--- src/hdl/srpm_pkg.sv ---
// Shared types, constants and saturating helpers for the sparse row pattern metrics unit.
package srpm_pkg;

	localparam logic [31:0] SAT32      = 32'hFFFF_FFFF;
	localparam logic [16:0] DENS_ONE   = 17'h1_0000;
	localparam int          DENS_STEPS = 16;
	localparam int          MEAN_STEPS = 40;
	localparam int          CNT_W      = 6;

	typedef enum logic [2:0] {
		ST_IDLE,
		ST_SETUP,
		ST_CHECK,
		ST_DENS,
		ST_MEAN,
		ST_EMIT
	} srpm_state_t;

	function automatic logic [31:0] sat_inc32(input logic [31:0] v);
		return (v == SAT32) ? v : v + 32'd1;
	endfunction

	function automatic logic [31:0] sat_add32(input logic [31:0] a, input logic [31:0] b);
		logic [32:0] s;
		s = {1'b0, a} + {1'b0, b};
		return s[32] ? SAT32 : s[31:0];
	endfunction

endpackage

--- src/hdl/sparse_row_pattern_metrics_unit.sv ---
// Per-row sparsity pattern metrics over a stream of CSR column indices.
//
// Input channel: column_index, last_in_row, empty_row with in_valid / in_stall.
// One beat carries one nonzero's column, ascending within a row; last_in_row
// closes the row. A beat with empty_row set stands for a whole row with no
// nonzeros (any open partial row is dropped without a result).
// Output channel: one beat per finished row with out_valid / out_stall:
// row_number, nonzeros, span, density_q16 (Q1.16), run_count, mean_run_len_q8.
// Input flow: a beat that does not close a row is taken without a stall and the
// next beat may follow at once. A closing beat holds in_stall high through
// the row-end work: the setup and check states, the shared restoring divider
// for the density, then for the mean run length, and the emit state that loads
// the output register. Either division is skipped when its divisor is zero or
// its result saturates. The divider is a single step (33-bit compare and subtract).
// The result sits in an output register; further non-closing beats are taken
// while it waits. If the receiver stalls, the next closing row waits in the
// emit state until the output register is free, stalling the input.
// Reset (arst_n low) clears the row counter and the open-row state and empties
// the output register.
module sparse_row_pattern_metrics_unit
	import srpm_pkg::*;
#(
	parameter int INDEX_WIDTH = 32
) (
	input  logic        clk,
	input  logic        arst_n,
	input  logic        in_valid,
	output logic        in_stall,
	input  logic [31:0] column_index,
	input  logic        last_in_row,
	input  logic        empty_row,
	output logic        out_valid,
	input  logic        out_stall,
	output logic [31:0] row_number,
	output logic [31:0] nonzeros,
	output logic [31:0] span,
	output logic [16:0] density_q16,
	output logic [31:0] run_count,
	output logic [39:0] mean_run_len_q8
);

	srpm_state_t state_q, state_d;

	// open-row state
	logic [31:0] row_counter_q;
	logic [31:0] nnz_q;
	logic        inside_q;
	logic [31:0] cur_q;
	logic [31:0] runs_q;
	logic [31:0] total_q;
	logic [INDEX_WIDTH-1:0] first_q;
	logic [INDEX_WIDTH-1:0] prev_q;

	// snapshot of a closed row
	logic [31:0] snap_row_q;
	logic        snap_empty_q;
	logic [31:0] snap_nnz_q;
	logic [31:0] snap_runs_q;
	logic [31:0] snap_total_q;
	logic [INDEX_WIDTH-1:0] snap_first_q;
	logic [INDEX_WIDTH-1:0] snap_last_q;
	logic [31:0] span_q;
	logic [16:0] dens_q;
	logic [39:0] mean_q;

	// shared divider
	logic [31:0]      div_rem_q;
	logic [39:0]      div_dvd_q;
	logic [CNT_W-1:0] div_cnt_q;

	// output register
	logic        out_valid_q;
	logic [31:0] row_number_q;
	logic [31:0] nonzeros_q;
	logic [31:0] span_out_q;
	logic [16:0] density_q;
	logic [31:0] run_count_q;
	logic [39:0] mean_out_q;

	logic accept;
	logic closes_row;
	logic load_out;
	logic go_dens;
	logic div_last;

	// per-beat update
	logic [INDEX_WIDTH-1:0] col_w;
	logic [INDEX_WIDTH:0]   prev_inc;
	logic                   nnz_zero;
	logic                   consec;
	logic [INDEX_WIDTH-1:0] first_mid;
	logic                   inside_mid;
	logic [31:0]            cur_mid;
	logic [31:0]            runs_mid;
	logic [31:0]            total_mid;
	logic [31:0]            nnz_nx;
	logic [31:0]            runs_fin;
	logic [31:0]            total_fin;

	// span
	logic [INDEX_WIDTH:0] span_diff;
	logic [32:0]          span_wide;
	logic [31:0]          span_sat;

	// divider step
	logic [31:0] divisor;
	logic [32:0] rem_sh;
	logic [32:0] rem_sub;
	logic        quo_bit;
	logic [31:0] rem_nx;
	logic [39:0] dvd_nx;

	assign accept     = in_valid && !in_stall;
	assign closes_row = last_in_row || empty_row;

	assign col_w    = column_index[INDEX_WIDTH-1:0];
	assign nnz_zero = (nnz_q == 32'd0);
	assign prev_inc = {1'b0, prev_q} + {{INDEX_WIDTH{1'b0}}, 1'b1};
	assign consec   = (prev_inc == {1'b0, col_w});
	assign nnz_nx   = sat_inc32(nnz_q);

	always_comb begin
		first_mid  = first_q;
		inside_mid = inside_q;
		cur_mid    = cur_q;
		runs_mid   = runs_q;
		total_mid  = total_q;
		if (nnz_zero) begin
			first_mid  = col_w;
			inside_mid = 1'b0;
			cur_mid    = 32'd1;
			runs_mid   = 32'd0;
			total_mid  = 32'd0;
		end else if (consec) begin
			inside_mid = 1'b1;
			cur_mid    = sat_inc32(cur_q);
		end else if (inside_q) begin
			// a gap closes the run in progress
			runs_mid   = sat_inc32(runs_q);
			total_mid  = sat_add32(total_q, cur_q);
			inside_mid = 1'b0;
			cur_mid    = 32'd1;
		end
		// a run still open at the row's end is closed too
		runs_fin  = inside_mid ? sat_inc32(runs_mid) : runs_mid;
		total_fin = inside_mid ? sat_add32(total_mid, cur_mid) : total_mid;
	end

	assign span_diff = {1'b0, snap_last_q} - {1'b0, snap_first_q}
		+ {{INDEX_WIDTH{1'b0}}, 1'b1};
	assign span_wide = 33'(span_diff);
	assign span_sat  = span_wide[32] ? SAT32 : span_wide[31:0];

	// one restoring division step, shared by density and mean
	assign divisor = (state_q == ST_DENS) ? span_q : snap_runs_q;
	assign rem_sh  = {div_rem_q, div_dvd_q[39]};
	assign rem_sub = rem_sh - {1'b0, divisor};
	assign quo_bit = (rem_sh >= {1'b0, divisor});
	assign rem_nx  = quo_bit ? rem_sub[31:0] : rem_sh[31:0];
	assign dvd_nx  = {div_dvd_q[38:0], quo_bit};
	assign div_last = (div_cnt_q == CNT_W'(1));

	// density below one only when nonzeros < span; otherwise saturated or zero
	assign go_dens = (span_q != 32'd0) && (snap_nnz_q < span_q);

	always_ff @(posedge clk or negedge arst_n) begin
		if (!arst_n) begin
			state_q <= ST_IDLE;
		end else begin
			state_q <= state_d;
		end
	end

	always_comb begin
		state_d  = state_q;
		in_stall = 1'b1;
		load_out = 1'b0;
		case (state_q)
			ST_IDLE: begin
				in_stall = 1'b0;
				if (in_valid && closes_row) begin
					state_d = ST_SETUP;
				end
			end
			ST_SETUP: begin
				state_d = ST_CHECK;
			end
			ST_CHECK: begin
				if (go_dens) begin
					state_d = ST_DENS;
				end else if (snap_runs_q != 32'd0) begin
					state_d = ST_MEAN;
				end else begin
					state_d = ST_EMIT;
				end
			end
			ST_DENS: begin
				if (div_last) begin
					state_d = (snap_runs_q != 32'd0) ? ST_MEAN : ST_EMIT;
				end
			end
			ST_MEAN: begin
				if (div_last) begin
					state_d = ST_EMIT;
				end
			end
			ST_EMIT: begin
				if (!out_valid_q || !out_stall) begin
					load_out = 1'b1;
					state_d  = ST_IDLE;
				end
			end
			default: begin
				state_d = ST_IDLE;
			end
		endcase
	end

	// open-row control state
	always_ff @(posedge clk or negedge arst_n) begin
		if (!arst_n) begin
			row_counter_q <= 32'd0;
			nnz_q         <= 32'd0;
			inside_q      <= 1'b0;
			cur_q         <= 32'd1;
			runs_q        <= 32'd0;
			total_q       <= 32'd0;
			out_valid_q   <= 1'b0;
		end else begin
			if (accept) begin
				if (closes_row) begin
					row_counter_q <= row_counter_q + 32'd1;
					nnz_q         <= 32'd0;
					inside_q      <= 1'b0;
					cur_q         <= 32'd1;
					runs_q        <= 32'd0;
					total_q       <= 32'd0;
				end else begin
					nnz_q    <= nnz_nx;
					inside_q <= inside_mid;
					cur_q    <= cur_mid;
					runs_q   <= runs_mid;
					total_q  <= total_mid;
				end
			end
			if (load_out) begin
				out_valid_q <= 1'b1;
			end else if (!out_stall) begin
				out_valid_q <= 1'b0;
			end
		end
	end

	// column tracking and row snapshot
	always_ff @(posedge clk) begin
		if (accept) begin
			if (!empty_row) begin
				prev_q <= col_w;
				if (nnz_zero) begin
					first_q <= col_w;
				end
			end
			if (closes_row) begin
				snap_row_q   <= row_counter_q;
				snap_empty_q <= empty_row;
				snap_nnz_q   <= empty_row ? 32'd0 : nnz_nx;
				snap_runs_q  <= empty_row ? 32'd0 : runs_fin;
				snap_total_q <= empty_row ? 32'd0 : total_fin;
				snap_first_q <= first_mid;
				snap_last_q  <= col_w;
			end
		end
	end

	// span, divider sequencing and quotients
	always_ff @(posedge clk) begin
		case (state_q)
			ST_SETUP: begin
				if (snap_empty_q || (snap_last_q < snap_first_q)) begin
					span_q <= 32'd0;
				end else begin
					span_q <= span_sat;
				end
			end
			ST_CHECK: begin
				dens_q <= (span_q == 32'd0) ? 17'd0 : DENS_ONE;
				mean_q <= 40'd0;
				if (go_dens) begin
					div_rem_q <= snap_nnz_q;
					div_dvd_q <= 40'd0;
					div_cnt_q <= CNT_W'(DENS_STEPS);
				end else begin
					div_rem_q <= 32'd0;
					div_dvd_q <= {snap_total_q, 8'd0};
					div_cnt_q <= CNT_W'(MEAN_STEPS);
				end
			end
			ST_DENS: begin
				if (div_last) begin
					dens_q    <= {1'b0, dvd_nx[15:0]};
					div_rem_q <= 32'd0;
					div_dvd_q <= {snap_total_q, 8'd0};
					div_cnt_q <= CNT_W'(MEAN_STEPS);
				end else begin
					div_rem_q <= rem_nx;
					div_dvd_q <= dvd_nx;
					div_cnt_q <= div_cnt_q - CNT_W'(1);
				end
			end
			ST_MEAN: begin
				div_rem_q <= rem_nx;
				div_dvd_q <= dvd_nx;
				div_cnt_q <= div_cnt_q - CNT_W'(1);
				if (div_last) begin
					mean_q <= dvd_nx;
				end
			end
			default: begin
			end
		endcase
	end

	// output payload
	always_ff @(posedge clk) begin
		if (load_out) begin
			row_number_q <= snap_row_q;
			nonzeros_q   <= snap_nnz_q;
			span_out_q   <= span_q;
			density_q    <= dens_q;
			run_count_q  <= snap_runs_q;
			mean_out_q   <= mean_q;
		end
	end

	assign out_valid       = out_valid_q;
	assign row_number      = row_number_q;
	assign nonzeros        = nonzeros_q;
	assign span            = span_out_q;
	assign density_q16     = density_q;
	assign run_count       = run_count_q;
	assign mean_run_len_q8 = mean_out_q;

endmodule

--- config.mk ---
export PLATFORM = sky130hd
export DESIGN_NAME = sparse_row_pattern_metrics_unit
export DESIGN_NICKNAME = d
export VERILOG_FILES = /design/src/hdl/srpm_pkg.sv /design/src/hdl/sparse_row_pattern_metrics_unit.sv
export SDC_FILE = /design/constraint.sdc
export NUM_CORES = 2
export LEC_CHECK = 0
export ABC_AREA = 1
export ABC_CLOCK_PERIOD_IN_PS = 32000
export BUFFER_PORTS_ARGS = -buffer_cell sky130_fd_sc_hd__buf_2
export CAP_MARGIN = 10
export CORE_ASPECT_RATIO = 0.8
export CORE_MARGIN = 8
export CORE_UTILIZATION = 45
export CTS_BUF_LIST = sky130_fd_sc_hd__clkbuf_8
export CTS_CLUSTER_DIAMETER = 50
export DETAILED_ROUTE_END_ITERATION = 12
export PLACE_DENSITY_LB_ADDON = 0.08
export SYNTH_ARGS = -nofsm -noshare
export SYNTH_HDL_FRONTEND = slang
export SYNTH_SLANG_ARGS = --single-unit
--- constraint.sdc ---
create_clock -name clk -period 32 [get_ports clk]
set_input_delay 3.2 -clock clk [delete_from_list [all_inputs] [get_ports clk]]
set_output_delay 3.2 -clock clk [all_outputs]
set_load 0.02 [all_outputs]
==> results.toml <==
[placed_design]
dp_slack_ns = 23.26
hpwl_mm = 108
port_buffers = 224
gp_congestion = 0.938

[sta]
final.setup.tns_ns = 0
rsz0062_at_grt = "false"
slew_headroom = 0.219
finalSetupViolations = 0
report.final.slew_viol_count = 0
finalCriticalPeriod_ns = 8.02
min_period_over_period = 0.250
fmax_mhz = 125
setup_ws_ns = 23.98
max_slew.worst_pin.slew_ns = 1.17
finalHoldViolCount = 0
finClkSkew_ns = 0.0577

[cells_and_area]
layout-drive-gt1-share = 0.110
finalNetCount = 5539
seq_area_um2 = 22400
fillers = 9458
synthToLayoutAreaGrowth_pct = 11.8
multi_input_comb_area_um2 = 18900

[global_route]
gr-total-overflow = 0
grt_pass1_wl_mm = 217
grt_util_all_layers = 0.257
antenna_found_initial = 4
grt_pass1_vias = 34751
grt_start_max_net_pins = 179

[critical_path]
crit_fanout = 17
worstSetupPathType = "input pin to flip-flop"
slowest_delay_ns = 0.56
crit_path_frequent_cell = "nand2_1"
reg2reg_depth = 24
critPathSlowestCell = "a21oi_4"
crit_required_ns = 32.52
cp.arrival_ns = 8.53
crit_path_start_kind = "input pin"
end_kind = "flip-flop"

[logic_synthesis]
synth_seq_area_share = 0.506
syn_avg_cell_area_um2 = 8.84
synth_ff_type = "edfxtp_1"
ys_warn_count = 0
synthCells = 5018
synth_cell_type_count = 71
ys_seq_elements = 774
synth_nets = 5268
async_flop_share = 0.213
syn_area_um2 = 44300
synth_edf_count = 609

[clocking]
cts.sinks = 774
hold_buffers = 0
cts_resized = 0
clk_pin_slew_worst_paths_ns = 0.06
cts_buffers = 134
tritoncts = "done"
clockBufferDepth = 3
root_buffer = "clkbuf_8"
cts_setup_buffers = 0
clkLatencyLatePin_ns = 0.85
htree_levels = 4

[hold_path]
holdCritPathClass = "flip-flop to flip-flop"
holdPathStages = 0

[run]
maxCapViolations = 0

[power]
finalPower_w = 0.00370
swShare = 0.402
pwr-share-seq = 0.409
internal_power_w = 0.00222
power_leakage_nw = 21.2
power_frac_comb = 0.349
power.switching_w = 0.00149
power_density_nw_per_um2 = 74.7
clkPwrFrac = 0.243
max-vdd-ir-drop_mv = 0.0471

[routing]
wl_per_cell_um = 21.3
firstDrtPassIters = 6
routed_wl_mm = 143
initialDrtViolationCount = 3487
dr_total_vias = 36081
drtAntennaViolNets = 0
vias_per_cell = 5.38
drc = 0

[floorplanning]
io_pins = 225
start_util = 0.452
dieArea_um2 = 109000
die_h_um = 297
rows = 103
die_width_um = 367
coreArea_um2 = 98200

[status]
status = "complete, no violations"
-- worst paths after layout --
check                           slack (ns)                              to                      from
max in group asynchronous            28.27            cur_q[4]$_DFFE_PN0P_                    arst_n
min in group asynchronous             2.35    row_counter_q[6]$_DFFE_PN0P_                    arst_n
worst min-delay path                  0.41   mean_run_len_q8[39]$_DFFE_PP_  mean_q[39]$_SDFFCE_PN0P_
worst min register to register        0.41   mean_run_len_q8[39]$_DFFE_PP_  mean_q[39]$_SDFFCE_PN0P_
worst max-delay path                 23.98  snap_total_q[14]$_SDFFCE_PP0P_           column_index[0]
worst max register to register       24.98         div_rem_q[30]$_DFFE_PP_    state_q[1]$_DFFE_PN0P_
-- routing by layer --
| metal | vias up | global-route usage | wire, µm |
|---|---|---|---|
| met3 | 230 | 0.0635 | 12200 |
| met1 | 17017 | 0.392 | 69900 |
| li1 | 17541 | - | - |
| met5 | - | 0 | 29 |
| met4 | 4 | 0.0772 | 3660 |
| met2 | 1289 | 0.355 | 57200 |
-- metrics by stage --
stage                     instance area [µm²]   util  hold slack, ns  std cells
after CTS                               49600  0.505           0.397       6707
after detailed placement                46900  0.478           0.405       6465
after global placement                  46900  0.478           0.402       6465
after global routing                    49600  0.505           0.411       6708
final                                   49600  0.505           0.410       6708
after floorplan                         44300      -           0.400       5018
-- final cells by class --
class / instances / area share
Sequential cell: 774 / 0.452
Multi-Input combinational cell: 3445 / 0.382
Inverter: 675 / 0.0512
Clock buffer: 145 / 0.0403
Tap cell: 1312 / 0.0331
Timing Repair Buffer: 259 / 0.0283
Clock inverter: 97 / 0.0130
Antenna cell: 1 / 0.0000505
-- kinds of logic (layout without fill, tap and decap cells) --
group	after synthesis	count (layout)	synth area share
buffers and inverters	799	1176	0.0695
AO/OA/AOI/OAI	845	845	0.106
AND/OR/NAND/NOR	2186	2186	0.217
other	0	1	0
adder cells (fa/ha/maj)	212	212	0.0629
multiplexers	1	1	0.000254
flip-flops	774	774	0.506
XOR/XNOR	201	201	0.0397
-- power by group through the flow --
stage                     logic, W  clock network [W]  registers [W]
after global routing       0.00145           0.000969        0.00153
after floorplan           0.000857                  0        0.00151
after detailed placement   0.00128                  0        0.00153
after CTS                  0.00129           0.000924        0.00151
final                      0.00129           0.000900        0.00151
after global placement     0.00128                  0        0.00153
-- Yosys cell counts, types with 78 or more instances --
| cell type | count | area (µm²) |
|---|---|---|
| xor2_1 | 160 | 1400 |
| nor2_1 | 490 | 1840 |
| o21ai_0 | 363 | 1820 |
| nand3_1 | 264 | 1320 |
| nand4_1 | 82 | 513 |
| dfrtp_1 | 164 | 4100 |
| a21oi_1 | 259 | 1300 |
| inv_1 | 652 | 2450 |
| clkbuf_1 | 101 | 379 |
| ha_1 | 194 | 2430 |
| edfxtp_1 | 609 | 18300 |
| o22ai_1 | 78 | 488 |
| nand2_1 | 1083 | 4070 |
-- layout by cell type, fill, tap and decap left out, types with 10 or more instances in the layout --
cell,n
nand2_1,1083
inv_1,688
edfxtp_1,609
nor2_1,483
o21ai_0,363
nand3_1,263
a21oi_1,257
buf_2,222
ha_1,194
dfrtp_1,164
xor2_1,160
clkbuf_8,145
nand4_1,82
o22ai_1,77
nor3_1,73
nor4_1,45
xnor2_1,41
buf_4,35
clkinv_1,29
nor2_2,28
o21ai_1,28
nand2_2,25
nand3_2,23
a22o_1,20
fa_1,18
nor2_4,17
clkinv_2,17
inv_2,16
nand3b_1,13
a31oi_1,12
o211ai_1,11
or2_2,10
-- critical path, delay by kind of cell --
family | cells | cell delay [ns]
adders and majority gates | 1 | 0.35
AOI/OAI and AO/OA | 6 | 1.65
and+or+nand+nor | 17 | 2.74
buffers and inverters | 5 | 0.57
Note: power is estimated with default switching activity, not from simulation.
